File: src/sv/assert_macros.svh
// Assertion macros used by the top-level RTL file.
`ifndef ASSERT_MACROS_SVH
`define ASSERT_MACROS_SVH

// Same-cycle implication, checked on i_clk, disabled during reset.
`define SRQ_ASSERT_IMP(lbl, ante, cons) \
    lbl: assert property (@(posedge i_clk) disable iff (!i_rst_n) (ante) |-> (cons)) \
        else $error("assertion failed");

// Next-cycle implication, checked on i_clk, disabled during reset.
`define SRQ_ASSERT_NXT(lbl, ante, cons) \
    lbl: assert property (@(posedge i_clk) disable iff (!i_rst_n) (ante) |=> (cons)) \
        else $error("assertion failed");

`endif

File: src/sv/srq_pkg.sv
// Package for the segment to ribbon quad block: types, constants, helpers.
`timescale 1ns / 1ps
package srq_pkg;

    localparam int SQRT_STEPS = 32;
    localparam int DIV_STEPS  = 31;
    localparam int NORM_STEPS = 5;

    // side line stage indexes
    localparam int IDX_NORM_DONE = NORM_STEPS + 1;
    localparam int IDX_RSUM      = IDX_NORM_DONE + 1;
    localparam int IDX_SQRT_LAST = IDX_RSUM + SQRT_STEPS;
    localparam int IDX_DIV_FIRST = IDX_SQRT_LAST + 1;
    localparam int IDX_DIV_LAST  = IDX_SQRT_LAST + DIV_STEPS;
    localparam int IDX_MULT      = IDX_DIV_LAST + 1;
    localparam int IDX_OFFS      = IDX_MULT + 1;

    localparam logic [16:0] U_ONE   = 17'd65536;
    localparam logic [30:0] LEN_MAX = 31'h7FFF_FFFF;

    // vertex slots of one quad
    localparam logic [2:0] VTX_0 = 3'd0;
    localparam logic [2:0] VTX_1 = 3'd1;
    localparam logic [2:0] VTX_2 = 3'd2;
    localparam logic [2:0] VTX_3 = 3'd3;
    localparam logic [2:0] VTX_4 = 3'd4;
    localparam logic [2:0] VTX_5 = 3'd5;

    typedef struct packed {
        logic signed [31:0] sx;
        logic signed [31:0] sy;
        logic signed [31:0] sz;
        logic signed [31:0] ex;
        logic signed [31:0] ey;
        logic signed [31:0] ez;
        logic [30:0]        w;
        logic               neg_dz;
        logic               pos_dx;
        logic               dir_nz;
        logic               len_sat;
        logic [30:0]        nax;
        logic [30:0]        naz;
        logic [30:0]        len;
    } t_side;

    // clamp a 33-bit signed sum to the 32-bit range
    function automatic logic signed [31:0] sat33(input logic signed [32:0] v);
        logic signed [31:0] r;
        if (v[32] != v[31]) begin
            r = v[32] ? 32'sh8000_0000 : 32'sh7FFF_FFFF;
        end else begin
            r = v[31:0];
        end
        return r;
    endfunction

endpackage

File: src/sv/srq_norm_cell.sv
// Normalizing cell: conditional left shift of both magnitudes and their maximum by a fixed amount.
`timescale 1ns / 1ps
module srq_norm_cell
    import srq_pkg::*;
#(
    parameter int SHIFT = 16
) (
    input  logic        i_clk,
    input  logic [30:0] i_x,
    input  logic [30:0] i_z,
    input  logic [30:0] i_m,
    output logic [30:0] o_x,
    output logic [30:0] o_z,
    output logic [30:0] o_m
);
    logic w_go;

    // shift while the larger magnitude stays below 2^31
    assign w_go = (i_m[30:31-SHIFT] == '0);

    always_ff @(posedge i_clk) begin
        if (w_go) begin
            o_x <= i_x << SHIFT;
            o_z <= i_z << SHIFT;
            o_m <= i_m << SHIFT;
        end else begin
            o_x <= i_x;
            o_z <= i_z;
            o_m <= i_m;
        end
    end
endmodule

File: config.mk
export PLATFORM = sky130hd
export DESIGN_NAME = srq_norm_cell
export DESIGN_NICKNAME = d
export VERILOG_FILES = /design/src/sv/assert_macros.svh /design/src/sv/srq_pkg.sv /design/src/sv/srq_norm_cell.sv
export SDC_FILE = /design/constraint.sdc
export NUM_CORES = 1
export LEC_CHECK = 0
export CAP_MARGIN = 20
export CORE_MARGIN = 2
export CORE_UTILIZATION = 38
export CTS_CLUSTER_DIAMETER = 120
export DETAILED_ROUTE_END_ITERATION = 10
export DONT_BUFFER_PORTS = 1
export SYNTH_ARGS = -nofsm -noshare
export SYNTH_HDL_FRONTEND = slang
export SYNTH_SLANG_ARGS = --single-unit
File: constraint.sdc
create_clock -name i_clk -period 3.6 [get_ports i_clk]
set_input_delay 0.54 -clock i_clk [delete_from_list [all_inputs] [get_ports i_clk]]
set_output_delay 0.54 -clock i_clk [all_outputs]
set_load 0.01 [all_outputs]
After elaboration in Yosys (flattened, before gate mapping)
Cells that the tools add are included.
{"block": "classes", "n_mul": 0, "bitwise_logic": 0, "n_shift": 0, "div_mod_pow": 0, "n_lt_le_gt_ge": 0, "n_addsub": 0, "n_mux": 3, "n_eq_ne": 0, "reduce_logical": 1}
{"cell": "$mux 31", "n": 3}
{"cell": "$logic_not 16->1", "n": 1}
{"block": "totals", "reg_bits": 93, "output_inout_bits": 93, "rom_bits": 0, "ramBits": 0, "n_memories": 0, "wordCells": 10, "inputBits": 94, "latch_bits": 0}

Depth between registers and ports, before layout
Gate-level depths: netlist of run 1.
{"block": "depth", "depth_word": 2, "depth_mapped": 5, "ltp_nobuf": 3}

Worst setup path before layout of run 1
OpenSTA, ideal clock, no wires.
{"block": "synth_path", "kind": "input to register", "from": "input i_m[15]", "to": "register o_x[16]", "path_buffers": 2, "t_required_ns": 3.479, "setup_slack_ns": 1.831, "stages": 5, "setup_ns": 0.121, "t_arrival_ns": 1.648, "cell_sequence": "nor4_1 -> and4_1 -> buf_6 -> buf_12 -> mux2_4"}
{"block": "synth_between", "elab_chain_cells": 2}
{"item": "start, declared", "line_no": "srq_norm_cell.sv:11", "rtl": "input logic [30:0] i_m,"}
{"item": "$logic_not 16->1", "line_no": "srq_norm_cell.sv:19", "rtl": "assign w_go = (i_m[30:31-SHIFT] == '0);"}
{"item": "$mux 31", "line_no": "srq_norm_cell.sv:22", "rtl": "if (w_go) begin"}
{"item": "end signal, assigned", "line_no": "srq_norm_cell.sv:23", "rtl": "o_x <= i_x << SHIFT;"}
{"item": "end signal, assigned", "line_no": "srq_norm_cell.sv:27", "rtl": "o_x <= i_x;"}
{"item": "end, declared", "line_no": "srq_norm_cell.sv:12", "rtl": "output logic [30:0] o_x,"}
Every way passes these cells.
A chain may end at the register's enable or synchronous reset.

Final worst setup path of run 1
{"block": "layout_path", "from": "input i_m[15]", "to": "register o_x[30]"}
The elaborated chain is that of the path after synthesis.

==> flow_metrics.py, run 1 <==
metrics = {
    "status": {
        "status": "finished clean",
    },
    "finish": {
        "nNetsFinal": 299,
        "design_area_um2": 3089,
        "fillers": 690,
        "instances_no_fill": 309,
        "mostFrequentLayoutCells": "dfxtp_1, and2_1, mux2_4",
        "synthToLayoutAreaGrowth_pct": 9.393,
        "drive_gt1_share_pct": 21.43,
        "layout_commonest_cell": "dfxtp_1",
        "fin_util_pct": 42.82,
        "n_antenna_cell": 0,
    },
    "critical_path": {
        "cp_max_fo": 20,
        "crit_path_end_kind": "register",
        "cp_num_cells": 4,
        "path_delay_family": "simple AND/OR/NAND/NOR gates",
        "crit_slowest_cell": "and4_2",
        "cp_cell_sequence": "nor4_1 > and4_2 > buf_12 > mux2_2",
        "crit_buf_inv": 1,
        "crit_type": "in2reg",
        "max_stage_delay_ps": 720,
        "crit_arrival_ps": 2320,
        "cp-start-kind": "input port",
        "required_ps": 3830,
    },
    "sta": {
        "layout_setup_ws_ps": 1509,
        "max_freq_ghz": 0.4782,
        "timing.hold.ws_ps": 224.0,
        "min_period_ps": 2091,
        "worstMarginPinSlew_ps": 589.7,
        "slew_headroom_pct": 60.69,
        "finalHoldViolCount": 0,
        "finalMaxSlewViolations": 0,
        "finalSetupTns_ps": 0,
        "setup_viol": 0,
        "rsz0062_at_grt": "no",
        "period_share_pct": 58.08,
    },
    "clocking": {
        "cts_resized": 0,
        "clock_sinks": 93,
        "hold_buffers": 0,
        "root_buffer": "clkbuf_8",
        "clk_pin_slew_ps": 80,
        "post_cts_buffers": 0,
        "cts_buffers": 9,
        "clockBufferDepth": 2,
        "ctsHtreeMaxLevel": 3,
        "tritoncts": "yes",
    },
    "route": {
        "antenna_left": 0,
        "avgRoutedWirePerCell_um": 17.89,
        "first_pass_iters": 4,
        "via_count": 1426,
        "via_per_inst": 4.615,
        "drt_iter0_drc": 21,
        "wirelength_um": 5527,
        "drc": 0,
    },
    "job": {
        "cap_violations": 0,
    },
    "yosys": {
        "synth_cell_types": 15,
        "ys_ff_latch": 93,
        "yosys_warnings": 0,
        "netlist_area_um2": 2824,
        "synth_top_area_share_pct": 65.93,
        "netlist_instances": 202,
        "synth_top_cell_by_area": "dfxtp_1",
        "syn_nets": 296,
        "synth.area.top_cells": "dfxtp_1, mux2_4, and2_1",
        "avgSynthCellArea_um2": 13.98,
        "seq_area_frac_synth_pct": 65.93,
    },
    "place": {
        "dp_hpwl_um": 4150,
        "place_inst": 293,
        "post-place-ws_ps": 1079,
        "io_buffers": 0,
        "gp_congestion": 0.7777,
        "dpl-instance-area_um2": 2888,
    },
    "power": {
        "power_mw": 1.863,
        "ir_drop_mv": 0.1763,
        "p_leak_nw": 1.297,
        "power_density_nw_per_um2": 603.0,
    },
    "die": {
        "start_util_pct": 39.14,
        "std_cell_rows": 31,
        "dieArea_um2": 8137,
        "core_um2": 7214,
        "die_w_um": 90.21,
        "boundaryPins": 187,
        "die_y_um": 90.21,
    },
    "global_routing": {
        "antenna_found_initial": 0,
        "grt_pass1_vias": 1600,
        "grt_pass1_wl_um": 8562,
        "overflow": 0,
        "grt_use_total_pct": 13.76,
        "grt_max_degree": 48,
    },
    "min_path": {
        "hold_path.class": "in2reg",
        "hold_depth": 0,
    },
}
## power by group
group,switching [mW],internal (mW)
logic,0.0106,0.0366
clock network,0.338,0.342
registers,0.0510,1.08
total,0.400,1.46
## cell type report
class / count / area (µm²) / share of cell area (%)
clock buffers: 11 / 141.4 / 4.577
clock inverters: 5 / 60.06 / 1.944
multi-input cells: 98 / 867.1 / 28.07
flip-flops and latches: 93 / 1862 / 60.27
well taps: 99 / 123.9 / 4.010
repair buffers: 3 / 35.03 / 1.134
## registers in the layout, summed over array words and instances, names as in the netlist
| name | cells |
|---|---|
| o_z | 31 |
| o_m | 31 |
| o_x | 31 |
## cell usage after synthesis
master	n
mux2_2	5
buf_8	1
mux2_1	5
mux2_4	20
nor4_1	3
buf_12	2
nand4_1	1
dfxtp_1	93
clkbuf_1	6
a21o_1	15
buf_6	1
nor4_2	1
and2_1	47
buf_4	1
and4_1	1
## cells by family after synthesis
| kind of cell | share of synthesized area (%) |
|---|---|
| mux | 14.62 |
| buf+inv | 3.412 |
| simple gates | 12.05 |
| compound gates | 3.988 |
| flops | 65.93 |
## per-layer routing
layer  GRT usage (%)  vias to the layer above  share of wire, %
li1                -                      662                 -
met1           13.94                      646                37
met2           23.06                      111                50
met3           7.293                        7                12
met4           6.923                        0               1.4
met5               0                        -                 0
## worst paths after layout
| path | start | to | slack [ps] |
|---|---|---|---|
| max | i_m[15] | o_x[30] | 1510 |
| min | i_m[15] | o_m[15] | 220 |
No activity file was read; power rests on OpenSTA's default activity.
==> run 2: changes to the inputs <==
==> constraint.sdc (replaced) <==
create_clock -name i_clk -period 1.8 [get_ports i_clk]
set_input_delay 0.27 -clock i_clk [delete_from_list [all_inputs] [get_ports i_clk]]
set_output_delay 0.27 -clock i_clk [all_outputs]
set_load 0.01 [all_outputs]
==> flow_metrics.py, run 2 (synthesized netlist as in run 1, its figures left out) <==
metrics = {
    "status": {
        "status": "finished clean",
    },
    "clocking": {
        "clockBufferDepth": 2,
        "root_buffer": "clkbuf_8",
        "cts_buffers": 9,
        "tritoncts": "yes",
        "post_cts_buffers": 0,
        "ctsHtreeMaxLevel": 3,
        "clk_pin_slew_ps": 80,
        "clock_sinks": 93,
    },
    "global_routing": {
        "grt_pass1_wl_um": 8818,
        "grt_max_degree": 28,
        "antenna_found_initial": 0,
        "overflow": 0,
        "grt_pass1_vias": 1657,
        "grt_use_total_pct": 14.27,
    },
    "route": {
        "antenna_left": 0,
        "avgRoutedWirePerCell_um": 17.68,
        "first_pass_iters": 4,
        "via_count": 1539,
        "drt_iter0_drc": 24,
        "via_per_inst": 4.706,
        "drc": 0,
        "wirelength_um": 5782,
    },
    "die": {
        "start_util_pct": 39.14,
        "die_y_um": 90.21,
        "die_w_um": 90.21,
        "dieArea_um2": 8137,
        "boundaryPins": 187,
        "std_cell_rows": 31,
        "core_um2": 7214,
    },
    "power": {
        "p_leak_nw": 1.385,
        "power_mw": 3.811,
        "power_density_nw_per_um2": 1160,
        "ir_drop_mv": 0.4589,
    },
    "sta": {
        "worstMarginPinSlew_ps": 507.4,
        "period_share_pct": 81.31,
        "setup_viol": 0,
        "min_period_ps": 1464,
        "finalHoldViolCount": 0,
        "slew_headroom_pct": 65.86,
        "rsz0062_at_grt": "no",
        "finalSetupTns_ps": 0,
        "max_freq_ghz": 0.6832,
        "finalMaxSlewViolations": 0,
    },
    "finish": {
        "fin_util_pct": 45.53,
        "reg_top3": "o_m (31), o_x (31), o_z (31)",
        "drive_gt1_share_pct": 21.05,
        "nNetsFinal": 317,
        "synthToLayoutAreaGrowth_pct": 16.30,
        "layout_commonest_cell": "dfxtp_1",
        "n_antenna_cell": 0,
        "mostFrequentLayoutCells": "dfxtp_1, and2_1, mux2_4",
    },
    "min_path": {
        "hold_path.class": "in2reg",
    },
    "critical_path": {
        "crit_arrival_ps": 1690,
        "cp-start-kind": "input port",
        "crit_path_end_kind": "register",
        "required_ps": 2030,
        "cp_max_fo": 21,
        "crit_type": "in2reg",
    },
    "place": {
        "io_buffers": 0,
        "dp_hpwl_um": 4187,
        "gp_congestion": 0.7630,
    },
    "job": {
        "cap_violations": 0,
    },
}
run 2: worst paths after layout:
check | from | to | slack, ps | depth (start not counted)
max | i_m[15] | o_z[17] | 340 | 4
min | i_m[21] | o_m[21] | 20 | 1
run 2: timing repair:
| item | 4_1_cts | 5_1_grt |
|---|---|---|
| endpoints found under the hold margin | 15 | 0 |
| resized for setup | 0 | 0 |
| hold buffers | 15 | 0 |
run 2: critical path, stage by stage:
cell,delay (ps)
nor4_1,470
and4_2,380
buf_12,190
mux2_2,350
run 2: per-layer routing:
metal | GRT usage [%] | vias to the layer above | routed length, µm
li1 | - | 700 | -
met1 | 13.82 | 712 | 1986
met2 | 24.81 | 117 | 3007
met3 | 7.544 | 10 | 700
met4 | 6.923 | 0 | 86
met5 | 0 | - | 0
run 2: cell type report:
| type | count | area, µm² |
|---|---|---|
| clock inverter | 4 | 56.30 |
| sequential | 93 | 1862 |
| tap | 99 | 123.9 |
| multi-input combinational | 98 | 867.1 |
| clock buffer | 12 | 155.1 |
| timing repair buffer | 21 | 220.2 |
| fill | 666 | 3930 |
run 2: metrics by stage:
step                      cell area (µm²)  setup WS (ps)  hold slack, ps  instances
after floorplan                      2824          301.1           356.0        202
after detailed placement             2923         -53.05           297.8        296
after global routing                 3284          294.3           4.130        327
final                                3284          336.3           22.18        327
after CTS                            3284          315.3           3.499        327
after global placement               2923         -68.49           297.8        296
run 2: power by group:
part / leakage, nW / internal [mW] / switching [mW] / total, mW
registers: 0.785 / 2.17 / 0.102 / 2.27
logic: 0.493 / 0.0950 / 0.0267 / 0.122
clock network: 0.107 / 0.726 / 0.692 / 1.42
