**src/sv/assert_macros.svh**
```systemverilog
// Assertion macros used by the top-level RTL file.
`ifndef ASSERT_MACROS_SVH
`define ASSERT_MACROS_SVH

// Same-cycle implication, checked on i_clk, disabled during reset.
`define SRQ_ASSERT_IMP(lbl, ante, cons) \
    lbl: assert property (@(posedge i_clk) disable iff (!i_rst_n) (ante) |-> (cons)) \
        else $error("assertion failed");

// Next-cycle implication, checked on i_clk, disabled during reset.
`define SRQ_ASSERT_NXT(lbl, ante, cons) \
    lbl: assert property (@(posedge i_clk) disable iff (!i_rst_n) (ante) |=> (cons)) \
        else $error("assertion failed");

`endif

```
**src/sv/srq_pkg.sv**
```systemverilog
// Package for the segment to ribbon quad block: types, constants, helpers.
`timescale 1ns / 1ps
package srq_pkg;

    localparam int SQRT_STEPS = 32;
    localparam int DIV_STEPS  = 31;
    localparam int NORM_STEPS = 5;

    // side line stage indexes
    localparam int IDX_NORM_DONE = NORM_STEPS + 1;
    localparam int IDX_RSUM      = IDX_NORM_DONE + 1;
    localparam int IDX_SQRT_LAST = IDX_RSUM + SQRT_STEPS;
    localparam int IDX_DIV_FIRST = IDX_SQRT_LAST + 1;
    localparam int IDX_DIV_LAST  = IDX_SQRT_LAST + DIV_STEPS;
    localparam int IDX_MULT      = IDX_DIV_LAST + 1;
    localparam int IDX_OFFS      = IDX_MULT + 1;

    localparam logic [16:0] U_ONE   = 17'd65536;
    localparam logic [30:0] LEN_MAX = 31'h7FFF_FFFF;

    // vertex slots of one quad
    localparam logic [2:0] VTX_0 = 3'd0;
    localparam logic [2:0] VTX_1 = 3'd1;
    localparam logic [2:0] VTX_2 = 3'd2;
    localparam logic [2:0] VTX_3 = 3'd3;
    localparam logic [2:0] VTX_4 = 3'd4;
    localparam logic [2:0] VTX_5 = 3'd5;

    typedef struct packed {
        logic signed [31:0] sx;
        logic signed [31:0] sy;
        logic signed [31:0] sz;
        logic signed [31:0] ex;
        logic signed [31:0] ey;
        logic signed [31:0] ez;
        logic [30:0]        w;
        logic               neg_dz;
        logic               pos_dx;
        logic               dir_nz;
        logic               len_sat;
        logic [30:0]        nax;
        logic [30:0]        naz;
        logic [30:0]        len;
    } t_side;

    // clamp a 33-bit signed sum to the 32-bit range
    function automatic logic signed [31:0] sat33(input logic signed [32:0] v);
        logic signed [31:0] r;
        if (v[32] != v[31]) begin
            r = v[32] ? 32'sh8000_0000 : 32'sh7FFF_FFFF;
        end else begin
            r = v[31:0];
        end
        return r;
    endfunction

endpackage

```
**src/sv/srq_div_cell.sv**
```systemverilog
// Divider cell: one quotient bit of a restoring division.
`timescale 1ns / 1ps
module srq_div_cell
    import srq_pkg::*;
#(
    parameter int J = 30
) (
    input  logic        i_clk,
    input  logic [61:0] i_rem,
    input  logic [30:0] i_q,
    input  logic [31:0] i_d,
    output logic [61:0] o_rem,
    output logic [30:0] o_q,
    output logic [31:0] o_d
);
    logic [62:0] w_dsh;

    assign w_dsh = {31'd0, i_d} << J;

    always_ff @(posedge i_clk) begin
        o_d <= i_d;
        if ({1'b0, i_rem} >= w_dsh) begin
            o_rem <= i_rem - w_dsh[61:0];
            o_q   <= i_q | (31'd1 << J);
        end else begin
            o_rem <= i_rem;
            o_q   <= i_q;
        end
    end
endmodule

```
**config.mk**
```make
export PLATFORM = sky130hd
export DESIGN_NAME = srq_div_cell
export DESIGN_NICKNAME = d
export VERILOG_FILES = /design/src/sv/assert_macros.svh /design/src/sv/srq_pkg.sv /design/src/sv/srq_div_cell.sv
export SDC_FILE = /design/constraint.sdc
export NUM_CORES = 1
export LEC_CHECK = 0
export BUFFER_PORTS_ARGS = -buffer_cell sky130_fd_sc_hd__buf_2
export CAP_MARGIN = 20
export CORE_ASPECT_RATIO = 0.75
export CORE_MARGIN = 3
export CORE_UTILIZATION = 25
export CTS_CLUSTER_SIZE = 8
export DETAILED_ROUTE_END_ITERATION = 10
export PLACE_DENSITY = 0.55
export REMOVE_ABC_BUFFERS = 1
export SLEW_MARGIN = 10
export SYNTH_ARGS = -nofsm -noshare
export SYNTH_HDL_FRONTEND = slang
export SYNTH_SLANG_ARGS = --single-unit
```
**constraint.sdc**
```tcl
create_clock -name i_clk -period 4.85 [get_ports i_clk]
set_input_delay 0.485 -clock i_clk [delete_from_list [all_inputs] [get_ports i_clk]]
set_output_delay 0.485 -clock i_clk [all_outputs]
set_load 0.02 [all_outputs]
```
# After elaboration in Yosys (flattened, before gate mapping)
# Index checks and enable logic that the tools add are counted.
dict set report word_totals {
  regBits 125
  input_bits 126
  output_inout_bits 125
  wordCells 7
}
dict set report op_classes {
  add_sub_neg 1
  order_cmp 1
  n_mux 1
}
# operator count
set ops {}
lappend ops {{>= comparator 62 bit} 1}
lappend ops {{two-way mux 62 bit} 1}
lappend ops {{subtractor 62 bit} 1}

# Depth between registers and ports, before layout
# Gate-level depths: netlist of the first run.
dict set report logic_depth {
  depth_word 2
  ltp_mapped 14
  depth_no_buf 12
}

# Worst setup path before layout of the first run
# OpenSTA, ideal clock, no wires.
dict set report synth_path {
  path_type {input to register}
  from {input i_rem[30]}
  to {register o_rem[53]}
  setup_time_ns 0.121
  arrival_time_ns 3.090
  required_time_ns 4.729
  setup_slack_ns 1.638
  cell_stages 13
  path_buffers 2
  cell_sequence {inv_1 > ha_1 > inv_1 > fa_1 > a211oi_2 > o211ai_2 > a31oi_4 > o2111a_2 > a211oi_1 > or4_1 > buf_6 > buf_6 > mux2_4}
}
dict set report synth_between {
  elab_chain_len 2
  elab_cells_between_ends 3
  classes_between {1 x add/sub; 1 x order compare; 1 x mux}
}
# element line
set synth_rtl {}
lappend synth_rtl {{start: declaration} srq_div_cell.sv:9} ;# input logic [61:0] i_rem,
lappend synth_rtl {{subtractor 62 bit / >= comparator 62 bit (equally long branches)} {srq_div_cell.sv:23, srq_div_cell.sv:22}}
lappend synth_rtl {{two-way mux 62 bit (*)} srq_div_cell.sv:22} ;# if ({1'b0, i_rem} >= w_dsh) begin
lappend synth_rtl {{end signal: assignment} srq_div_cell.sv:23} ;# o_rem <= i_rem - w_dsh[61:0];
lappend synth_rtl {{end signal: assignment} srq_div_cell.sv:26} ;# o_rem <= i_rem;
lappend synth_rtl {{end: declaration} srq_div_cell.sv:12} ;# output logic [61:0] o_rem,
# Mark *: on every way between the ends. The rest lies on a longest branch, timed or not.
# A chain may end at the register's enable or synchronous reset.

# Final worst setup path of the first run
dict set report layout_path {
  from {input i_rem[30]}
  to {register o_rem[34]}
}
# Same word-level chain as after synthesis.

==> summary.txt, run 1 <==
max-cap viol count: 0
Remaining Overflow, GRT: 0
Crit Path Category: in -> reg
cell accounting for the most synthesized area: dfxtp_1
pwr dens: 435 mW/mm²
number of synthesized flops with an enable pin: 0
Clock transition at path regs: 0.06 ns
NumNets Final: 889
worst vdd ir: 0.000205 V
crit path time final: 3.70 ns
worst path required time: 5.15 ns
Chip Width: 168 µm
Remaining DRCs: 0
run status: completed
most used cell, CP: inv_1
DIE HEIGHT: 128 µm
commonest non-fill, non-tap cells in the layout: 250 x buf_2, 125 x dfxtp_1, 39 x inv_1
most common library cell in the layout ignoring fill and taps: buf_2
Core Region: 0.0189 mm²
critical path's slowest cell: or4_2
RSZ-0062 raised after global routing: no
Hold Path Depth: 1
first-pass GRT wire length: 22900 µm
Setup TNS: 0 ns
Seq/Total Area, Yosys: 50.8%
TritonCTS clock tree: built
Critical Path Start Type: input pin
Initial DRT Pass Iterations: 4
filler instances: 1978
Root Buffer: clkbuf_16
ant diodes: 0
Port Buffers: 250
Initial Util: 26.0%
Rows: 43
Mapped Area: 0.00493 mm²
Non-Filler Instances: 990
routed vias: 4235
vias per inst: 4.28
Total GRT Usage: 13.8%
cts repair resizes: 0
Max FO, Critical Path: 26
CP peak stage delay: 0.95 ns
H-tree lvl count: 4
Yosys cell types: 54
crit path buf inv count: 4
syn avg cell area: 10.4 µm²
worst relative slew slack: 50.2%
Cells after Synth: 474
final setup violation count: 0
placed cells: 958
CP Cell Sequence: buf_2, inv_1, ha_1, inv_1, fa_1, a211oi_2, o211ai_2, a31oi_4, o2111a_2, a211oi_1, or4_2, buf_4, mux2_2
vias in the first global route: 4174
Post-CTS Hold Buffers: 0
WL/cell: 15.2 µm
asr flop ratio synth: 0%
DRT Wirelength: 15000 µm
actual slew at the worst max-slew pin: 0.738 ns
share of layout cells above drive strength 1: 43.7%
CTS buffer count: 17
post-route ant nets: 0
clk buf depth: 2
CP top delay family: compound AO/OA/AOI/OAI gates
Top FF cell, synth: dfxtp_1
fmax: 0.270 GHz
routability cong.: 0.800
DP Area: 0.00640 mm²
hold_sp: i_q[2]
Hold Violations, Final: 0
num ports: 251
worst hold path type: in -> reg
DPL Wire Length: 12300 µm
die area: 0.0215 mm²
Final Max Tran Viols: 0
number of DRC markers in iteration 0: 242
Crit. End Element: register
Clock Sink Count: 125
pin count of the biggest net entering global routing: 27
fin crit share: 76.3%
Setup Buffers After CTS: 0
leakage: 3.42 nW
top cell type's share of synthesized area: 50.8%
synth warn: 0
Critical Path AT: 4.00 ns
Worst Hold Path EP: o_q[2]
Util after Layout: 36.9%
post-route cell area: 0.00699 mm²
number of synthesized register bits: 125
Area Growth Syn to Fin: 41.9%
number of antenna violations at the first check in global routing: 0
top cells by area, synth: dfxtp_1 51%, ha_1 8.1%, a21oi_1 3.5%, a21oi_2 3.4%, inv_1 3.0%
Yosys cell counts (3+ instances only):
cell      number
dfxtp_1      125
inv_1         39
a21oi_1       34
ha_1          32
nor2_1        28
a21oi_2       19
nand2_1       18
a21o_1        17
o21ai_0       16
xnor2_1       13
xor2_1        13
nand3_1        8
nor4_1         7
o211ai_1       7
mux2_2         6
nand2b_1       6
nor2b_1        6
a31oi_1        5
clkbuf_1       5
nand4_1        5
o21a_1         5
and2_1         4
buf_6          4
mux2_4         4
o21bai_1       4
buf_2          3
buf_4          3
nor3_1         3
or2_2          3
or3_1          3
or4_1          3
worst max-delay path by stage:
stage	startpoint	to	slack [ns]	depth (start not counted)
2_1_floorplan	i_d[17]	o_rem[31]	0.80	8
3_3_place_gp	i_rem[30]	o_rem[31]	0.75	13
5_1_grt	i_rem[30]	o_rem[31]	0.96	13
4_1_cts	i_rem[30]	o_rem[33]	1.15	13
6_report	i_rem[30]	o_rem[34]	1.15	13
3_5_place_dp	i_rem[30]	o_rem[33]	0.72	13
per-stage QoR:
stage	hold slack (ns)	power (mW)	worst slack, ns
after detailed placement	0.589	1.79	0.722
after floorplan	0.513	1.56	0.801
final	0.165	3.04	1.15
after global placement	0.587	1.79	0.747
after CTS	0.150	3.09	1.15
after global routing	0.146	3.19	0.958
final cells by class:
cell class	instances	area, µm²	share of cell area (%)
Clock inverter	14	160	2.29
Timing Repair Buffer	252	1270	18.1
Inverter	39	146	2.09
Clock buffer	18	429	6.14
Tap cell	247	309	4.42
Multi-Input combinational cell	295	2180	31.2
Sequential cell	125	2500	35.8
cell families (layout without fill, tap and decap cells):
logic type,Yosys count,after routing,share of synthesized area [%]
AOI/OAI and AO/OA,127,127,18.3
xor gates and xnor gates,26,26,4.62
adders and majority gates,33,33,8.53
buffers and inverters,54,323,5.03
DFF,125,125,50.8
muxes,10,10,2.59
and+or+nand+nor,99,99,10.2
flip-flops by register name, summed over array words and instances, names as in the netlist:
register and flops:
o_d 32, o_q 31, o_rem 62
where the power goes:
| part | total [mW] | internal [mW] | leakage, nW | switching [mW] |
|---|---|---|---|---|
| Clock | 1.28 | 0.769 | 0.285 | 0.511 |
| Combinational | 0.624 | 0.243 | 2.08 | 0.381 |
| Sequential | 1.14 | 1.12 | 1.05 | 0.0192 |
| Total | 3.04 | 2.13 | 3.42 | 0.912 |
metal layers:
| metal | wire length, µm | vias up | track usage [%] |
|---|---|---|---|
| met2 | 6810 | 145 | 22.0 |
| li1 | - | 2171 | - |
| met4 | 164 | 0 | 3.90 |
| met1 | 7120 | 1905 | 18.3 |
| met3 | 951 | 14 | 3.68 |
| met5 | 0 | - | 0 |
Note: power is estimated with default switching activity, not from simulation.
==> run 2, diff against run 1 <==
--- a/config.mk
+++ b/config.mk
@@ -12,7 +12,7 @@
 export CORE_UTILIZATION = 25
 export CTS_CLUSTER_SIZE = 8
 export DETAILED_ROUTE_END_ITERATION = 10
-export PLACE_DENSITY = 0.55
+export PLACE_DENSITY = 0.57
 export REMOVE_ABC_BUFFERS = 1
 export SLEW_MARGIN = 10
 export SYNTH_ARGS = -nofsm -noshare
==> constraint.sdc (replaced) <==
create_clock -name i_clk -period 3.3 [get_ports i_clk]
set_input_delay 0.33 -clock i_clk [delete_from_list [all_inputs] [get_ports i_clk]]
set_output_delay 0.33 -clock i_clk [all_outputs]
set_load 0.02 [all_outputs]
==> run 2 against run 1 <==
Compared with the run above:
- final cell count grew 3.9%
- first-iteration DRC count grew 1.7%
- routed wire length grew 2.8%
- via count grew 4.3%
- clock power grew 52%
- critical path depth is the same
- count of clock-buffer cells in the layout shrank 1
- global-route usage grew 0.33 points
- cell area grew 5.5%
- sequential cell count is the same
- non-clock buffer count grew 39
- critical endpoint is now o_rem[33]
==> summary.txt, run 2 (same netlist as run 1, synthesis figures left out) <==
number of DRC markers in iteration 0: 246 (+1.7%)
Critical Path Start Type: input pin
vias in the first global route: 4356 (+4.4%)
Port Buffers: 250 (unchanged)
fmax: 0.327 GHz
post-route cell area: 0.00738 mm² (+5.5%)
Remaining DRCs: 0 (unchanged)
NumNets Final: 928 (+4.4%)
Area Growth Syn to Fin: 49.7%
most used cell, CP: inv_1
CP peak stage delay: 0.73 ns (-0.22 ns)
Hold Violations, Final: 0 (unchanged)
Crit. End Element: register
Seq. cell area: 0.00250 mm² (unchanged)
DPL Wire Length: 12500 µm (+0.99%)
Setup Buffers After CTS: 0 (unchanged)
Clock Sink Count: 125 (unchanged)
Root Buffer: clkbuf_16
num ports: 251 (unchanged)
Util after Layout: 39.0% (+2.0 points)
Final Max Tran Viols: 0 (unchanged)
Total GRT Usage: 14.1% (+0.33 points)
die area: 0.0215 mm² (unchanged)
Biggest register: o_rem
Hold Slack: 0.0156 ns (-0.150 ns)
most common library cell in the layout ignoring fill and taps: buf_2
crit path time final: 3.06 ns
placed cells: 979 (+2.2%)
DRT Wirelength: 15500 µm (+2.8%)
first-pass GRT wire length: 23400 µm (+2.1%)
routability cong.: 0.836 (+4.5%)
Setup TNS: 0 ns (unchanged)
Chip Width: 168 µm (unchanged)
actual slew at the worst max-slew pin: 0.683 ns (-0.0551 ns)
TritonCTS clock tree: built
critical path's slowest cell: or4_2
Post-CTS Hold Buffers: 14 (+14)
worst relative slew slack: 53.9% (+3.7 points)
share of layout cells above drive strength 1: 44.3% (+0.56 points)
Hold Path Depth: 1 (unchanged)
overall power: 4.59 mW (+51%)
run status: completed
filler instances: 1974 (-0.20%)
commonest non-fill, non-tap cells in the layout: 250 x buf_2, 125 x dfxtp_1, 39 x inv_1
DIE HEIGHT: 128 µm (unchanged)
Critical Path AT: 3.36 ns (-0.64 ns)
worst hold path type: in -> reg
worst setup margin: 0.244 ns (-0.908 ns)
Multi-input gate area: 0.00218 mm² (unchanged)
Clock transition at path regs: 0.06 ns (about the same)
CP Cell Sequence: buf_2, inv_1, ha_1, inv_1, fa_1, a211oi_2, o211ai_2, a31oi_4, o2111a_2, a211oi_1, or4_2, buf_12, mux2_2
Worst Hold Path EP: o_q[15]
Largest register FFs: 62 (unchanged)
Rows: 43 (unchanged)
leakage: 3.61 nW (+5.6%)
final setup violation count: 0 (unchanged)
Initial Util: 26.0% (unchanged)
cts repair resizes: 0 (unchanged)
pwr dens: 622 mW/mm² (+43%)
Core Region: 0.0189 mm² (unchanged)
pin count of the biggest net entering global routing: 38 (+41%)
hold_sp: i_q[15]
Remaining Overflow, GRT: 0 (unchanged)
Non-Filler Instances: 1029 (+3.9%)
Top Registers: o_rem: 62 flops, o_d: 32 flops, o_q: 31 flops
Crit Path Category: in -> reg
Max FO, Critical Path: 37 (+42%)
post-route ant nets: 0 (unchanged)
H-tree lvl count: 4 (unchanged)
CTS buffer count: 17 (unchanged)
number of antenna violations at the first check in global routing: 1 (+1)
routed vias: 4418 (+4.3%)
vias per inst: 4.29 (+0.37%)
WL/cell: 15.0 µm (-1.1%)
clk buf depth: 2 (unchanged)
max-cap viol count: 0 (unchanged)
Initial DRT Pass Iterations: 4 (unchanged)
worst vdd ir: 0.000241 V (+18%)
worst path required time: 3.60 ns (-1.55 ns)
RSZ-0062 raised after global routing: no
DP Area: 0.00659 mm² (+2.9%)
fin crit share: 92.6%
Place WS: -0.184 ns (-0.906 ns)
## run 2: how the worst max path moves through the flow
stage                    from        end  slack (ns)  cells after the start
floorplan             i_d[17]  o_rem[31]       -0.59                      8
global placement    i_rem[30]  o_rem[31]       -0.15                     13
detailed placement  i_rem[30]  o_rem[33]       -0.18                     13
CTS                 i_rem[30]  o_rem[33]        0.25                     13
global route        i_rem[30]  o_rem[33]        0.14                     13
finish              i_rem[30]  o_rem[33]        0.24                     13
## run 2: final cells by class
type                    instances  share of cell area, %
well taps                     247                   4.19
diodes                          1                 0.0339
clock inverters                14                   2.49
flip-flops and latches        125                   33.9
inverters                      39                   1.98
clock buffers                  17                   5.76
multi-input cells             295                   29.6
repair buffers                291                   22.1
## run 2: power by group
group | internal [mW] | switching, mW
Clock | 1.20 | 0.740
Sequential | 1.64 | 0.0301
Combinational | 0.406 | 0.573
Total | 3.25 | 1.34
## run 2: routing by layer
metal / vias up / global-route usage, % / wire, µm
met3: 16 / 4.05 / 1210
met2: 175 / 22.2 / 7000
met5: - / 0 / 0
li1: 2256 / - / -
met4: 0 / 4.81 / 252
met1: 1971 / 18.6 / 7010
## run 2: critical path: cells and delay by family
family	cells	cell delay, ns
buffers and inverters	4	0.44
adder cells (fa/ha/maj)	2	0.60
AO/OA/AOI/OAI	5	0.93
AND/OR/NAND/NOR	1	0.73
multiplexers	1	0.29
