--- src/sv/assert_macros.svh ---
// Assertion macros used by the top-level RTL file.
`ifndef ASSERT_MACROS_SVH
`define ASSERT_MACROS_SVH

// Same-cycle implication, checked on i_clk, disabled during reset.
`define SRQ_ASSERT_IMP(lbl, ante, cons) \
    lbl: assert property (@(posedge i_clk) disable iff (!i_rst_n) (ante) |-> (cons)) \
        else $error("assertion failed");

// Next-cycle implication, checked on i_clk, disabled during reset.
`define SRQ_ASSERT_NXT(lbl, ante, cons) \
    lbl: assert property (@(posedge i_clk) disable iff (!i_rst_n) (ante) |=> (cons)) \
        else $error("assertion failed");

`endif

--- src/sv/srq_pkg.sv ---
// Package for the segment to ribbon quad block: types, constants, helpers.
`timescale 1ns / 1ps
package srq_pkg;

    localparam int SQRT_STEPS = 32;
    localparam int DIV_STEPS  = 31;
    localparam int NORM_STEPS = 5;

    // side line stage indexes
    localparam int IDX_NORM_DONE = NORM_STEPS + 1;
    localparam int IDX_RSUM      = IDX_NORM_DONE + 1;
    localparam int IDX_SQRT_LAST = IDX_RSUM + SQRT_STEPS;
    localparam int IDX_DIV_FIRST = IDX_SQRT_LAST + 1;
    localparam int IDX_DIV_LAST  = IDX_SQRT_LAST + DIV_STEPS;
    localparam int IDX_MULT      = IDX_DIV_LAST + 1;
    localparam int IDX_OFFS      = IDX_MULT + 1;

    localparam logic [16:0] U_ONE   = 17'd65536;
    localparam logic [30:0] LEN_MAX = 31'h7FFF_FFFF;

    // vertex slots of one quad
    localparam logic [2:0] VTX_0 = 3'd0;
    localparam logic [2:0] VTX_1 = 3'd1;
    localparam logic [2:0] VTX_2 = 3'd2;
    localparam logic [2:0] VTX_3 = 3'd3;
    localparam logic [2:0] VTX_4 = 3'd4;
    localparam logic [2:0] VTX_5 = 3'd5;

    typedef struct packed {
        logic signed [31:0] sx;
        logic signed [31:0] sy;
        logic signed [31:0] sz;
        logic signed [31:0] ex;
        logic signed [31:0] ey;
        logic signed [31:0] ez;
        logic [30:0]        w;
        logic               neg_dz;
        logic               pos_dx;
        logic               dir_nz;
        logic               len_sat;
        logic [30:0]        nax;
        logic [30:0]        naz;
        logic [30:0]        len;
    } t_side;

    // clamp a 33-bit signed sum to the 32-bit range
    function automatic logic signed [31:0] sat33(input logic signed [32:0] v);
        logic signed [31:0] r;
        if (v[32] != v[31]) begin
            r = v[32] ? 32'sh8000_0000 : 32'sh7FFF_FFFF;
        end else begin
            r = v[31:0];
        end
        return r;
    endfunction

endpackage

--- src/sv/srq_sqrt_cell.sv ---
// Square root cell: one result bit of a digit-by-digit integer square root.
`timescale 1ns / 1ps
module srq_sqrt_cell
    import srq_pkg::*;
#(
    parameter int K = 31
) (
    input  logic        i_clk,
    input  logic [63:0] i_x,
    input  logic [63:0] i_res,
    output logic [63:0] o_x,
    output logic [63:0] o_res
);
    localparam logic [64:0] BIT = 65'd1 << (2 * K);
    logic [64:0] w_trial;

    assign w_trial = {1'b0, i_res} + BIT;

    always_ff @(posedge i_clk) begin
        if ({1'b0, i_x} >= w_trial) begin
            o_x   <= i_x - w_trial[63:0];
            o_res <= (i_res >> 1) + BIT[63:0];
        end else begin
            o_x   <= i_x;
            o_res <= i_res >> 1;
        end
    end
endmodule

--- config.mk ---
export PLATFORM = sky130hd
export DESIGN_NAME = srq_sqrt_cell
export DESIGN_NICKNAME = d
export VERILOG_FILES = /design/src/sv/assert_macros.svh /design/src/sv/srq_pkg.sv /design/src/sv/srq_sqrt_cell.sv
export SDC_FILE = /design/constraint.sdc
export NUM_CORES = 1
export LEC_CHECK = 0
export BUFFER_PORTS_ARGS = -buffer_cell sky130_fd_sc_hd__buf_2
export CORE_MARGIN = 3
export CORE_UTILIZATION = 56
export DETAILED_ROUTE_END_ITERATION = 12
export GPL_TIMING_DRIVEN = 0
export PLACE_DENSITY = 0.9
export SLEW_MARGIN = 20
export SYNTH_ARGS = -nofsm -noshare
export SYNTH_HDL_FRONTEND = slang
export SYNTH_SLANG_ARGS = --single-unit
--- constraint.sdc ---
create_clock -name i_clk -period 8.6 [get_ports i_clk]
set_input_delay 0.43 -clock i_clk [delete_from_list [all_inputs] [get_ports i_clk]]
set_output_delay 0.43 -clock i_clk [all_outputs]
set_load 0.005 [all_outputs]
# Word level (Yosys, flattened, before mapping)

Index checks and enable logic that the tools add are counted.

Muxes and demuxes: 2
Magnitude comparators: 1
Add/subtract/negate cells: 3

Operators by type and width:

| operator               | number |
|---|---|
| $add 64x63->65 const B | 1 |
| $ge 64x65->1           | 1 |
| $add 63x63->64 const B | 1 |
| $mux 64                | 1 |
| $sub 64x64->64         | 1 |
| $mux 63                | 1 |

Logic and storage cells: 9
Output and inout port bits: 128
Flip-flop bits (word level): 128
Input bits: 129

# Logic depth before layout (Yosys ltp)

Gate-level depths: netlist of run 1.

Word-level depth: 3
Gate-level depth with buffers: 15

# Least setup slack after synthesis of run 1

Ideal clock, no wire load.

Path kind: in2reg
From: in i_res[19]
To: reg o_x[54]
Required time: 8.479 ns
Setup slack: 5.441 ns
Arrival: 3.038 ns
Cell stages on the path: 13
Path through: inv_1 ha_1 clkbuf_1 nand4_1 nor3_1 o311ai_2 a31o_1 a21o_1 a211oi_4 or2_1 buf_4 buf_6 mux2_2

Longest elaborated chain between the ends: 3
Elaborated cells on any way between the ends: 4

RTL lines:

| element                                        | RTL line                                 | text |
|---|---|---|
| start: declaration                             | srq_sqrt_cell.sv:10                      | `input logic [63:0] i_res,` |
| $add 64x63->65 (*)                             | srq_sqrt_cell.sv:17                      | `assign w_trial = {1'b0, i_res} + BIT;` |
| $sub 64x64->64 or $ge 64x65->1 (tied branches) | srq_sqrt_cell.sv:21, srq_sqrt_cell.sv:20 |  |
| $mux 64 (*)                                    | srq_sqrt_cell.sv:20                      | `if ({1'b0, i_x} >= w_trial) begin` |
| end signal: assignment                         | srq_sqrt_cell.sv:21                      | `o_x <= i_x - w_trial[63:0];` |
| end signal: assignment                         | srq_sqrt_cell.sv:24                      | `o_x <= i_x;` |
| end: declaration                               | srq_sqrt_cell.sv:11                      | `output logic [63:0] o_x,` |

Every way passes the cells marked *; elsewhere a longest branch is shown, timed or not.
A chain may end at the register's enable or synchronous reset.

# Worst setup path after layout of run 1

From: in i_x[0]
To: reg o_x[44]

Longest elaborated chain between the ends: 2
Elaborated cells on any way between the ends: 3

RTL lines:

| element                                        | RTL line                                 | text |
|---|---|---|
| start: declaration                             | srq_sqrt_cell.sv:9                       | `input logic [63:0] i_x,` |
| $sub 64x64->64 or $ge 64x65->1 (tied branches) | srq_sqrt_cell.sv:21, srq_sqrt_cell.sv:20 |  |
| $mux 64 (*)                                    | srq_sqrt_cell.sv:20                      |  |

Marks and branches as above.

==> summary.md, run 1 <==
| Metric | Value |
|---|---|
| Die height | 124 microns |
| Pin count of the biggest net entering global routing | 17 |
| Final RePlAce weighted congestion | 0.987 |
| Yosys cell types | 71 |
| Clock sinks | 128 |
| Clk buf depth | 2 |
| PwrDens | 210 nW/um^2 |
| Gr usage total | 31.4% |
| Final antenna-violating net count | 0 |
| Static Leakage | 4.85 nW |
| Ys flop type | dfxtp_1 |
| Number of I/O port buffers | 256 |
| Hold Worst Slack | 111 ps |
| Post-route cell area | 9940 sq um |
| First-pass GRT wire length | 37,600 microns |
| Io pins | 257 |
| Clk slew on worst S/H paths | 60 ps |
| DR vias | 8,151 |
| P_sw | 605 uW |
| Critical path endpoint category | flip-flop |
| Synthesized cell area | 7750 sq um |
| WL/cell | 17.7 microns |
| CTS tree | yes |
| Total CTS buffers | 17 |
| CP startpoint kind | primary input |
| Cell Area, Placed | 9250 sq um |
| Setup Crit Path Kind | in -> reg |
| Worst Setup EP | o_x[44] |
| DRT Pass-1 Iters | 6 |
| DRC viols | 0 |
| Worst Path Arrival | 3830 ps |
| Hold WC Path Type | in -> reg |
| Syn nets | 1,112 |
| Postcts setup bufs | 0 |
| Endpoints failing setup | 0 |
| Final Max Slew Viols | 0 |
| Crit Path Max Fanout | 8 |
| # rows | 42 |
| Root Driver | clkbuf_16 |
| WL final | 24,500 microns |
| Fmax | 284 MHz |
| Initial Util | 57.8% |
| Layout Area Growth over Synthesis | 28.3% |
| H-tree depth | 4 |
| Nets | 1,387 |
| Initial DRC count | 913 |
| Final HPWL from detailed placement | 18,600 microns |
| Core Box Area | 13,400 sq um |
| Switching Fraction | 29.0% |
| Max Cap Violations | 0 |
| Share of cells above drive strength 1 | 26.2% |
| Internal | 1.48 mW |
| CTS resizes | 0 |
| Cells after Synth | 917 |
| Synth Warn # | 0 |
| Routed vias/inst | 5.90 |
| Worst min-delay path startpoint | i_res[17] |
| Sequential share of the synthesized area | 33.1% |
| Status | complete, no violations |
| Cts hold-fix bufs | 0 |
| Die Area | 15,300 sq um |
| Worst-Margin Slew | 821 ps |
| RSZ-0062 raised after global routing | false |
| Clk pwr share | 40.1% |
| Die Wd | 124 microns |
| Worst path required time | 8920 ps |
| Synth async-reset ratio | 0% |
| Comb power frac | 27.2% |
| Final period util | 40.9% |
| Hold Fails Final Rpt | 0 |
| Tmin final | 3520 ps |
| Peak supply drop | 0.238 mV |
| Sequential share of power | 32.8% |
| Setup_tns | 0 ps |
| Synth Area per Inst | 8.45 sq um |
| Core Util, Final | 74.2% |
| Vias in the first global route | 7,753 |
| Post-synth EDFFs | 0 |
| Register bit total from synthesis | 128 |
| Crit path from | i_x[0] |
| Initial antenna violation count | 1 |
| Remaining Overflow, GRT | 0 |
| Slew HR | 44.8% |
==> power by group through the flow <==
stage | logic (mW) | registers [mW] | clock network (mW)
2_1_floorplan | 0.334 | 0.708 | 0
3_3_place_gp | 0.531 | 0.692 | 0
3_5_place_dp | 0.545 | 0.696 | 0
4_1_cts | 0.556 | 0.684 | 0.838
5_1_grt | 0.618 | 0.689 | 0.868
6_report | 0.566 | 0.683 | 0.836
==> Yosys cell counts, types with 9 or more instances <==
library cell    n  area (sq um)
o211ai_1       14           105
nand3_1        15          75.1
clkbuf_1       25          93.8
nor3_1         29           145
inv_1          89           334
o21bai_1       19           143
and3_1         13          81.3
ha_1           65           813
a21oi_1       104           521
mux2_1         36           405
dfxtp_1       128          2560
nand2_1        68           255
nor2_1         50           188
nand4_1        16           100
xnor2_1        36           315
xor2_1         15           131
o21ai_0        40           200
a21o_1         25           188
a31oi_1         9          56.3
o21a_1         13          97.6
==> registers in the layout (all words and copies together), names as in the netlist <==
signal and flops:
o_res 64, o_x 64
==> area by class of cell <==
| type | count | area (sq um) |
|---|---|---|
| Clock buffer | 21 | 480 |
| Inverter | 89 | 334 |
| Antenna cell | 1 | 2.50 |
| Timing Repair Buffer | 256 | 1280 |
| Tap cell | 176 | 220 |
| Clock inverter | 10 | 205 |
| Multi-Input combinational cell | 666 | 4680 |
| Fill cell | 981 | 3460 |
| Sequential cell | 128 | 2560 |
| Buffer | 34 | 169 |
==> metal layers <==
metal | routed length (microns) | part of all wire, % | vias to the layer above | track usage (%)
met2 | 11800 | 48 | 506 | 53.3
met4 | 877 | 3.6 | 0 | 13.8
met5 | 0 | 0 | - | 0
met3 | 2290 | 9.4 | 85 | 8.17
li1 | - | - | 3819 | -
met1 | 9480 | 39 | 3741 | 37.4
==> worst min-delay path by stage <==
stage	to	cells past startpoint
after floorplan	o_res[0]	0
final	o_res[16]	1
after detailed placement	o_res[54]	1
after global placement	o_res[42]	1
after global routing	o_res[46]	1
after CTS	o_res[15]	1
==> cells by family after synthesis <==
kind of cell / Yosys count / synth area share [%]
AO/OA/AOI/OAI: 272 / 22.8
flip-flops: 128 / 33.1
adder cells (fa/ha/maj): 66 / 10.8
multiplexers: 47 / 6.77
buffers and inverters: 123 / 6.49
AND/OR/NAND/NOR: 230 / 14.4
XOR/XNOR: 51 / 5.77
==> cells in the final DEF, fill, tap and decap left out, types with 5 or more instances in the layout <==
cell type,n
clkbuf_1,25
bufinv_16,6
a21oi_1,104
buf_2,259
nor2b_1,5
nor2_1,50
o21ai_0,40
and3_1,13
nand2_1,68
a21o_1,25
ha_1,65
and2_1,6
xnor2_1,36
o21a_1,13
o21bai_1,19
mux2_1,36
inv_1,89
nor3_1,29
o211ai_1,14
nand4_1,16
nand3_1,15
clkbuf_16,17
a31oi_1,9
or3_1,5
dfxtp_1,128
and4_1,5
mux2_2,7
xor2_1,15
==> critical path: stages <==
cell and delay [ps]:
buf_2 90, inv_1 40, ha_1 210, fa_1 410, nor2b_1 180, o211ai_1 120, nand3b_1 150, a21oi_2 120
o31ai_1 740, a221oi_2 300, o21ai_0 600, xor2_1 130, mux2_1 310
==> through the flow <==
step                      setup WS, ps  instances  power, mW
final                             5080       1381       2.09
after global routing              4850       1381       2.18
after CTS                         5110       1380       2.08
after detailed placement          4730       1349       1.24
after global placement            4800       1349       1.22
after floorplan                   5440        917       1.04
Power figures use the tool's default switching activity.
==> run 2, diff against run 1 <==
--- a/config.mk
+++ b/config.mk
@@ -7,10 +7,10 @@
 export LEC_CHECK = 0
 export BUFFER_PORTS_ARGS = -buffer_cell sky130_fd_sc_hd__buf_2
 export CORE_MARGIN = 3
-export CORE_UTILIZATION = 56
+export CORE_UTILIZATION = 47
 export DETAILED_ROUTE_END_ITERATION = 12
 export GPL_TIMING_DRIVEN = 0
-export PLACE_DENSITY = 0.9
+export PLACE_DENSITY = 0.81
 export SLEW_MARGIN = 20
 export SYNTH_ARGS = -nofsm -noshare
 export SYNTH_HDL_FRONTEND = slang
==> constraint.sdc (replaced) <==
create_clock -name i_clk -period 2.95 [get_ports i_clk]
set_input_delay 0.1475 -clock i_clk [delete_from_list [all_inputs] [get_ports i_clk]]
set_output_delay 0.1475 -clock i_clk [all_outputs]
set_load 0.005 [all_outputs]
==> summary.md, run 2 (synthesis results as in run 1) <==
| Metric | Value |
|---|---|
| Root Driver | clkbuf_16 |
| Hold Fails Final Rpt | 0 (unchanged) |
| WL final | 28,100 microns (+15%) |
| WL/cell | 18.4 microns (+3.6%) |
| Core Util, Final | 70.5% (-3.6 points) |
| Largest regs | o_res: 64 flops, o_x: 64 flops |
| Fmax | 338 MHz |
| Wl on met1 | 10,800 microns (+14%) |
| Endpoints failing setup | 4 (+4) |
| Initial antenna violation count | 1 (unchanged) |
| Die height | 134 microns (+8.7%) |
| Post-Place Worst Slack | -759 ps (-5490 ps) |
| Initial DRC count | 810 (-11%) |
| Final RePlAce weighted congestion | 0.959 (-2.9%) |
| Total CTS buffers | 17 (unchanged) |
| Worst Path Arrival | 3260 ps (-570 ps) |
| Share of cells above drive strength 1 | 26.8% (+0.55 points) |
| Remaining Overflow, GRT | 0 (unchanged) |
| Most frequent cells in the layout | buf_2, dfxtp_1, dlygate4sd3_1 |
| Crit path from | i_res[22] |
| Worst min-delay path startpoint | i_x[8] |
| Max Used Layer | met4 |
| Register area | 2560 sq um (unchanged) |
| # rows | 46 (+9.5%) |
| Vias in the first global route | 8,601 (+11%) |
| Pin count of the biggest net entering global routing | 17 (unchanged) |
| Slew HR | 56.7% (+12 points) |
| DRT Pass-1 Iters | 9 (+3) |
| Number of I/O port buffers | 256 (unchanged) |
| Failing checks | negative setup slack |
| RSZ-0062 raised after global routing | true |
| PwrDens | 533 nW/um^2 (+150%) |
| Tmin final | 2960 ps |
| Final Max Slew Viols | 0 (unchanged) |
| Core Box Area | 16,000 sq um (+19%) |
| Initial Util | 48.4% (-9.4 points) |
| Setup Crit Path Kind | in -> reg |
| Layout Area Growth over Synthesis | 45.6% |
| Worst path required time | 3250 ps (-5670 ps) |
| Crit Path Max Fanout | 10 (+2) |
| Clk slew on worst S/H paths | 60 ps (about the same) |
| Peak supply drop | 0.426 mV (+79%) |
| Io pins | 257 (unchanged) |
| Critical path endpoint category | flip-flop |
| Area of the multi-input gates | 4920 sq um (+5.0%) |
| Metal2 WL | 13,800 microns (+17%) |
| Setup_tns | -22.3 ps (-22.3 ps) |
| Die Wd | 134 microns (+8.7%) |
| Final setup margin | -10.9 ps (-5090 ps) |
| Max Cap Violations | 0 (unchanged) |
| Gr usage total | 29.6% (-1.8 points) |
| CTS tree | yes |
| Static Leakage | 5.33 nW (+9.9%) |
| Worst-Margin Slew | 650 ps (-171 ps) |
| First-pass GRT wire length | 43,000 microns (+15%) |
| DRC viols | 0 (unchanged) |
| Status | finished, violations left |
| Final HPWL from detailed placement | 19,100 microns (+2.6%) |
| Final period util | 100% |
| Hold WC Path Type | in -> reg |
| Clk buf depth | 2 (unchanged) |
| Most common cell after layout, fill and taps aside | buf_2 |
| Routed vias/inst | 5.65 (-4.3%) |
| H-tree depth | 4 (unchanged) |
| # fillers | 1,199 (+22%) |
| DR WL met3 | 2340 microns (+2.2%) |
| Nets | 1,492 (+7.6%) |
| Final antenna-violating net count | 0 (unchanged) |
| DR vias | 8,628 (+5.9%) |
| Die Area | 18,100 sq um (+18%) |
| Clock sinks | 128 (unchanged) |
| CP startpoint kind | primary input |
## run 2: path summary, 6_finish.rpt
kind / cells after the start / endpoint / slack [ps]
hold / removal: 2 / o_x[8] / 10
setup / recovery: 13 / o_x[32] / -10
## run 2: final cells by class
type,instances,share of cell area (%)
Buffer,22,1.43
Tap cell,216,2.40
Clock inverter,9,0.943
Timing Repair Buffer,373,21.6
Clock buffer,23,4.33
Sequential cell,128,22.7
Inverter,89,2.96
Antenna cell,1,0.0222
Multi-Input combinational cell,666,43.6
## run 2: what timing repair did
| action | CTS | global route |
|---|---|---|
| hold buffers | 112 | 0 |
| pin swaps | 3 | 10 |
| setup endpoints to repair | 66 | 66 |
| buffers inserted | 2 | 3 |
| resized for setup | 8 | 46 |
| endpoints found under the hold margin | 113 | 0 |
## run 2: critical path, cell delays in order
cell      delay (ps)
buf_2             90
inv_1             40
ha_1             360
a21oi_2          230
o21ai_0          170
a222oi_1         640
a31o_1           310
a21o_1           250
a211oi_4          90
or2_1            270
buf_12           170
buf_12           150
mux2_1           330
## run 2: power by group
group          internal (mW)  total (mW)  switching, mW
sequential              1.94        2.00         0.0541
clock                   1.33        2.16          0.825
combinational          0.854        1.87           1.01
total                   4.13        6.02           1.89
## run 2: routing by layer
layer / vias to the layer above / track usage (%)
met5: - / 0
met3: 100 / 6.64
met1: 3982 / 35.3
met4: 0 / 11.5
li1: 4045 / -
met2: 501 / 51.8
## run 2: stage by stage
stage / cells / hold slack (ps) / cell area (sq um) / total power, mW
6_report: 1527 / 13.3 / 11300 / 6.02
5_1_grt: 1527 / 24.5 / 11300 / 6.26
4_1_cts: 1531 / 1.24 / 11100 / 5.89
3_5_place_dp: 1389 / 265 / 9300 / 3.63
3_3_place_gp: 1389 / 265 / 9300 / 3.60
2_1_floorplan: 917 / 175 / 7750 / 3.04
==> run 3, diff against run 2 <==
--- a/config.mk
+++ b/config.mk
@@ -5,9 +5,10 @@
 export SDC_FILE = /design/constraint.sdc
 export NUM_CORES = 1
 export LEC_CHECK = 0
+export ABC_AREA = 1
 export BUFFER_PORTS_ARGS = -buffer_cell sky130_fd_sc_hd__buf_2
 export CORE_MARGIN = 3
-export CORE_UTILIZATION = 47
+export CORE_UTILIZATION = 49
 export DETAILED_ROUTE_END_ITERATION = 12
 export GPL_TIMING_DRIVEN = 0
 export PLACE_DENSITY = 0.81
==> summary.md, run 3 <==
| Metric | Value |
|---|---|
| Final HPWL from detailed placement | 30,600 microns (+60%) |
| Endpoints failing setup | 0 (-4) |
| Final RePlAce weighted congestion | 0.944 (-1.5%) |
| Share of cells above drive strength 1 | 16.4% (-10 points) |
| Hold Fails Final Rpt | 0 (unchanged) |
| Number of I/O port buffers | 256 (unchanged) |
| Synth Area per Inst | 5.68 sq um (-33%) |
| Synth Warn # | 0 (unchanged) |
| Cell Area, Placed | 11,500 sq um (+23%) |
| Status | complete, no violations |
| Die height | 148 microns (+9.9%) |
| Ys flop type | dfxtp_1 |
| Most instantiated cells after synthesis | nand2_1, inv_1, nand3_1 |
| Yosys cell types | 31 (-56%) |
| Max Cap Violations | 0 (unchanged) |
| CTS tree | yes |
| Final period util | 95.1% (-5.3 points) |
| Top cell type's share of synthesized area | 27.6% (-5.4 points) |
| P_sw | 2.26 mW (+20%) |
| Comb power frac | 34.1% (+3.1 points) |
| Critical path endpoint category | flip-flop |
| Crit path buffers/inverters | 4 (unchanged) |
| Fmax | 356 MHz (+5.5%) |
| Routed vias/inst | 4.96 (-12%) |
| Synthesized cell area | 9840 sq um (+27%) |
| Internal | 3.96 mW (-4.0%) |
| Most frequent cells in the layout | nand2_1, inv_1, buf_2 |
| Initial Util | 50.2% (+1.8 points) |
| Switching Fraction | 36.3% (+4.9 points) |
| Hold WC Path Type | in -> reg |
| RSZ-0062 raised after global routing | false |
| Initial DRC count | 818 (+0.99%) |
| DR WL met3 | 3400 microns (+45%) |
| Top cells by area, synth | nand2_1, dfxtp_1, inv_1 |
| Top delay family on crit path | simple AND/OR/NAND/NOR gates |
| Die Wd | 148 microns (+9.9%) |
| Critical-path cell list | dlygate4sd3_1 > buf_2 > ha_1 > nand2_1 > nor2_2 > inv_2 > nor2_4 > nand2_1 > nor2_2 > nand3_1 > nand2_1 > nor2_2 > nand2_4 > clkbuf_4 > nand3_1 > nand2_1 |
| # rows | 51 (+11%) |
| DRT Pass-1 Iters | 7 (-2) |
| Wl on met1 | 16,400 microns (+52%) |
| Root Driver | clkbuf_16 |
| Pin count of the biggest net entering global routing | 17 (unchanged) |
| Max Used Layer | met5 |
| Worst Path Arrival | 3170 ps (-90 ps) |
| Layout Area Growth over Synthesis | 34.1% |
| Initial antenna violation count | 2 (+1) |
| Post-Place Worst Slack | 24.3 ps (+783 ps) |
| Largest regs | o_res: 64 flops, o_x: 64 flops |
| Metal2 WL | 17,900 microns (+29%) |
| Synth async-reset ratio | 0% (unchanged) |
| First-pass GRT wire length | 60,900 microns (+41%) |
| Clk buf depth | 2 (unchanged) |
| Core Box Area | 19,600 sq um (+22%) |
| Post-route cell area | 13,200 sq um (+17%) |
| Postcts setup bufs | 0 (-2) |
| Final antenna-violating net count | 0 (unchanged) |
| Cells after Synth | 1,732 (+89%) |
| Crit Path Max Fanout | 10 (unchanged) |
| Slew HR | 65.0% (+8.3 points) |
| Total CTS buffers | 17 (unchanged) |
| Setup Crit Path Kind | in -> reg |
| Worst path required time | 3310 ps (+60 ps) |
| Post-synth EDFFs | 0 (unchanged) |
| CP startpoint kind | primary input |
| Io pins | 257 (unchanged) |
| # fillers | 1,779 (+48%) |
| Top-count cell post-synth | nand2_1 |
| Peak supply drop | 0.387 mV (-9.1%) |
| WL/cell | 16.5 microns (-10%) |
| Area of the multi-input gates | 5600 sq um (+14%) |
| Worst-Margin Slew | 521 ps (-129 ps) |
| Clk slew on worst S/H paths | 60 ps (about the same) |
| PwrDens | 472 nW/um^2 (-12%) |
| Setup_tns | 0 ps (+22.3 ps) |
| DRC viols | 0 (unchanged) |
| Nets | 2,318 (+55%) |
| H-tree depth | 4 (unchanged) |
| Static Leakage | 8.10 nW (+52%) |
| CP max-delay cell | dlygate4sd3_1 |
| Final setup margin | 145 ps (+156 ps) |
| Tmin final | 2810 ps (-156 ps) |
| Syn nets | 1,927 (+73%) |
| Vias in the first global route | 11,500 (+33%) |
| DR vias | 11,900 (+38%) |
| Remaining Overflow, GRT | 0 (unchanged) |
| Die Area | 21,800 sq um (+21%) |
| Worst path max stage delay | 550 ps (-90 ps) |
| Clk pwr share | 33.7% (-2.1 points) |
| Sequential share of the synthesized area | 26.0% (-7.0 points) |
| Register bit total from synthesis | 128 (unchanged) |
| Register area | 2560 sq um (unchanged) |
| Final Max Slew Viols | 0 (unchanged) |
| Clock sinks | 128 (unchanged) |
| Crit path top cell by count | nand2_1 |
| Most common cell after layout, fill and taps aside | nand2_1 |
| WL final | 39,600 microns (+41%) |
| Core Util, Final | 67.4% (-3.1 points) |
| Gr usage total | 35.9% (+6.3 points) |
| Top cell type by total area after synthesis | nand2_1 |
| Sequential share of power | 32.2% (-1.0 points) |
-- run 3: cell count changes after synthesis, moves of 19 or more --
| cell | change |
|---|---|
| a21o_1 | -25 |
| clkbuf_1 | -25 |
| nor2_1 | +48 |
| mux2_1 | -36 |
| inv_1 | +309 |
| xnor2_1 | -35 |
| a21oi_1 | -62 |
| nor3_1 | -21 |
| o21ai_0 | -32 |
| o21bai_1 | -19 |
| nand2_1 | +657 |
| nand3_1 | +117 |
-- run 3: cells by family (layout without fill, tap and decap cells) --
family | Yosys count | after routing | synth area share, %
simple gates | 1025 | 1025 | 43.0
fa+ha+maj | 66 | 66 | 8.47
flops | 128 | 128 | 26.0
other cells | 0 | 1 | 0
buf+inv | 431 | 835 | 17.2
xor+xnor | 31 | 31 | 2.76
compound gates | 51 | 51 | 2.63
-- run 3: metrics by stage --
stage / std cells / hold slack, ps / power [mW]
after detailed placement: 2253 / 266 / 3.97
after global routing: 2402 / 21.7 / 6.53
after global placement: 2253 / 264 / 3.94
final: 2402 / 1.82 / 6.22
after floorplan: 1732 / 175 / 3.21
after CTS: 2401 / 1.47 / 6.16
-- run 3: cell type report --
cell class                 count  share of cell area, %
clock buffer                  21                   3.49
buffer                        21                   1.16
sequential                   128                   19.4
antenna                        1                 0.0190
multi-input combinational   1173                   42.4
inverter                     410                   11.7
clock inverter                11                  0.815
tap                          265                   2.51
timing repair buffer         372                   18.5
-- run 3: metal layers --
| layer | global-route usage [%] | up-vias |
|---|---|---|
| li1 | - | 5909 |
| met1 | 45.6 | 5347 |
| met2 | 59.0 | 574 |
| met3 | 7.14 | 93 |
| met4 | 16.4 | 2 |
| met5 | 0 | - |
-- run 3: path summary, 6_finish.rpt --
kind,slack (ps),end,cells past startpoint,start
setup / recovery,140,o_x[45],16,i_x[33]
hold / removal,2,o_x[56],3,i_x[56]
-- run 3: timing repair --
item	CTS	global route
gates resized for setup	0	3
hold buffers	116	0
endpoints found under the setup margin	0	13
endpoints found under the hold margin	116	0
-- run 3: power groups by stage --
stage	sequential [mW]	clock [mW]	combinational (mW)
2_1_floorplan	2.07	0	1.14
3_3_place_gp	2.03	0	1.91
3_5_place_dp	2.03	0	1.94
4_1_cts	2.00	2.09	2.07
5_1_grt	2.02	2.17	2.35
6_report	2.01	2.10	2.12
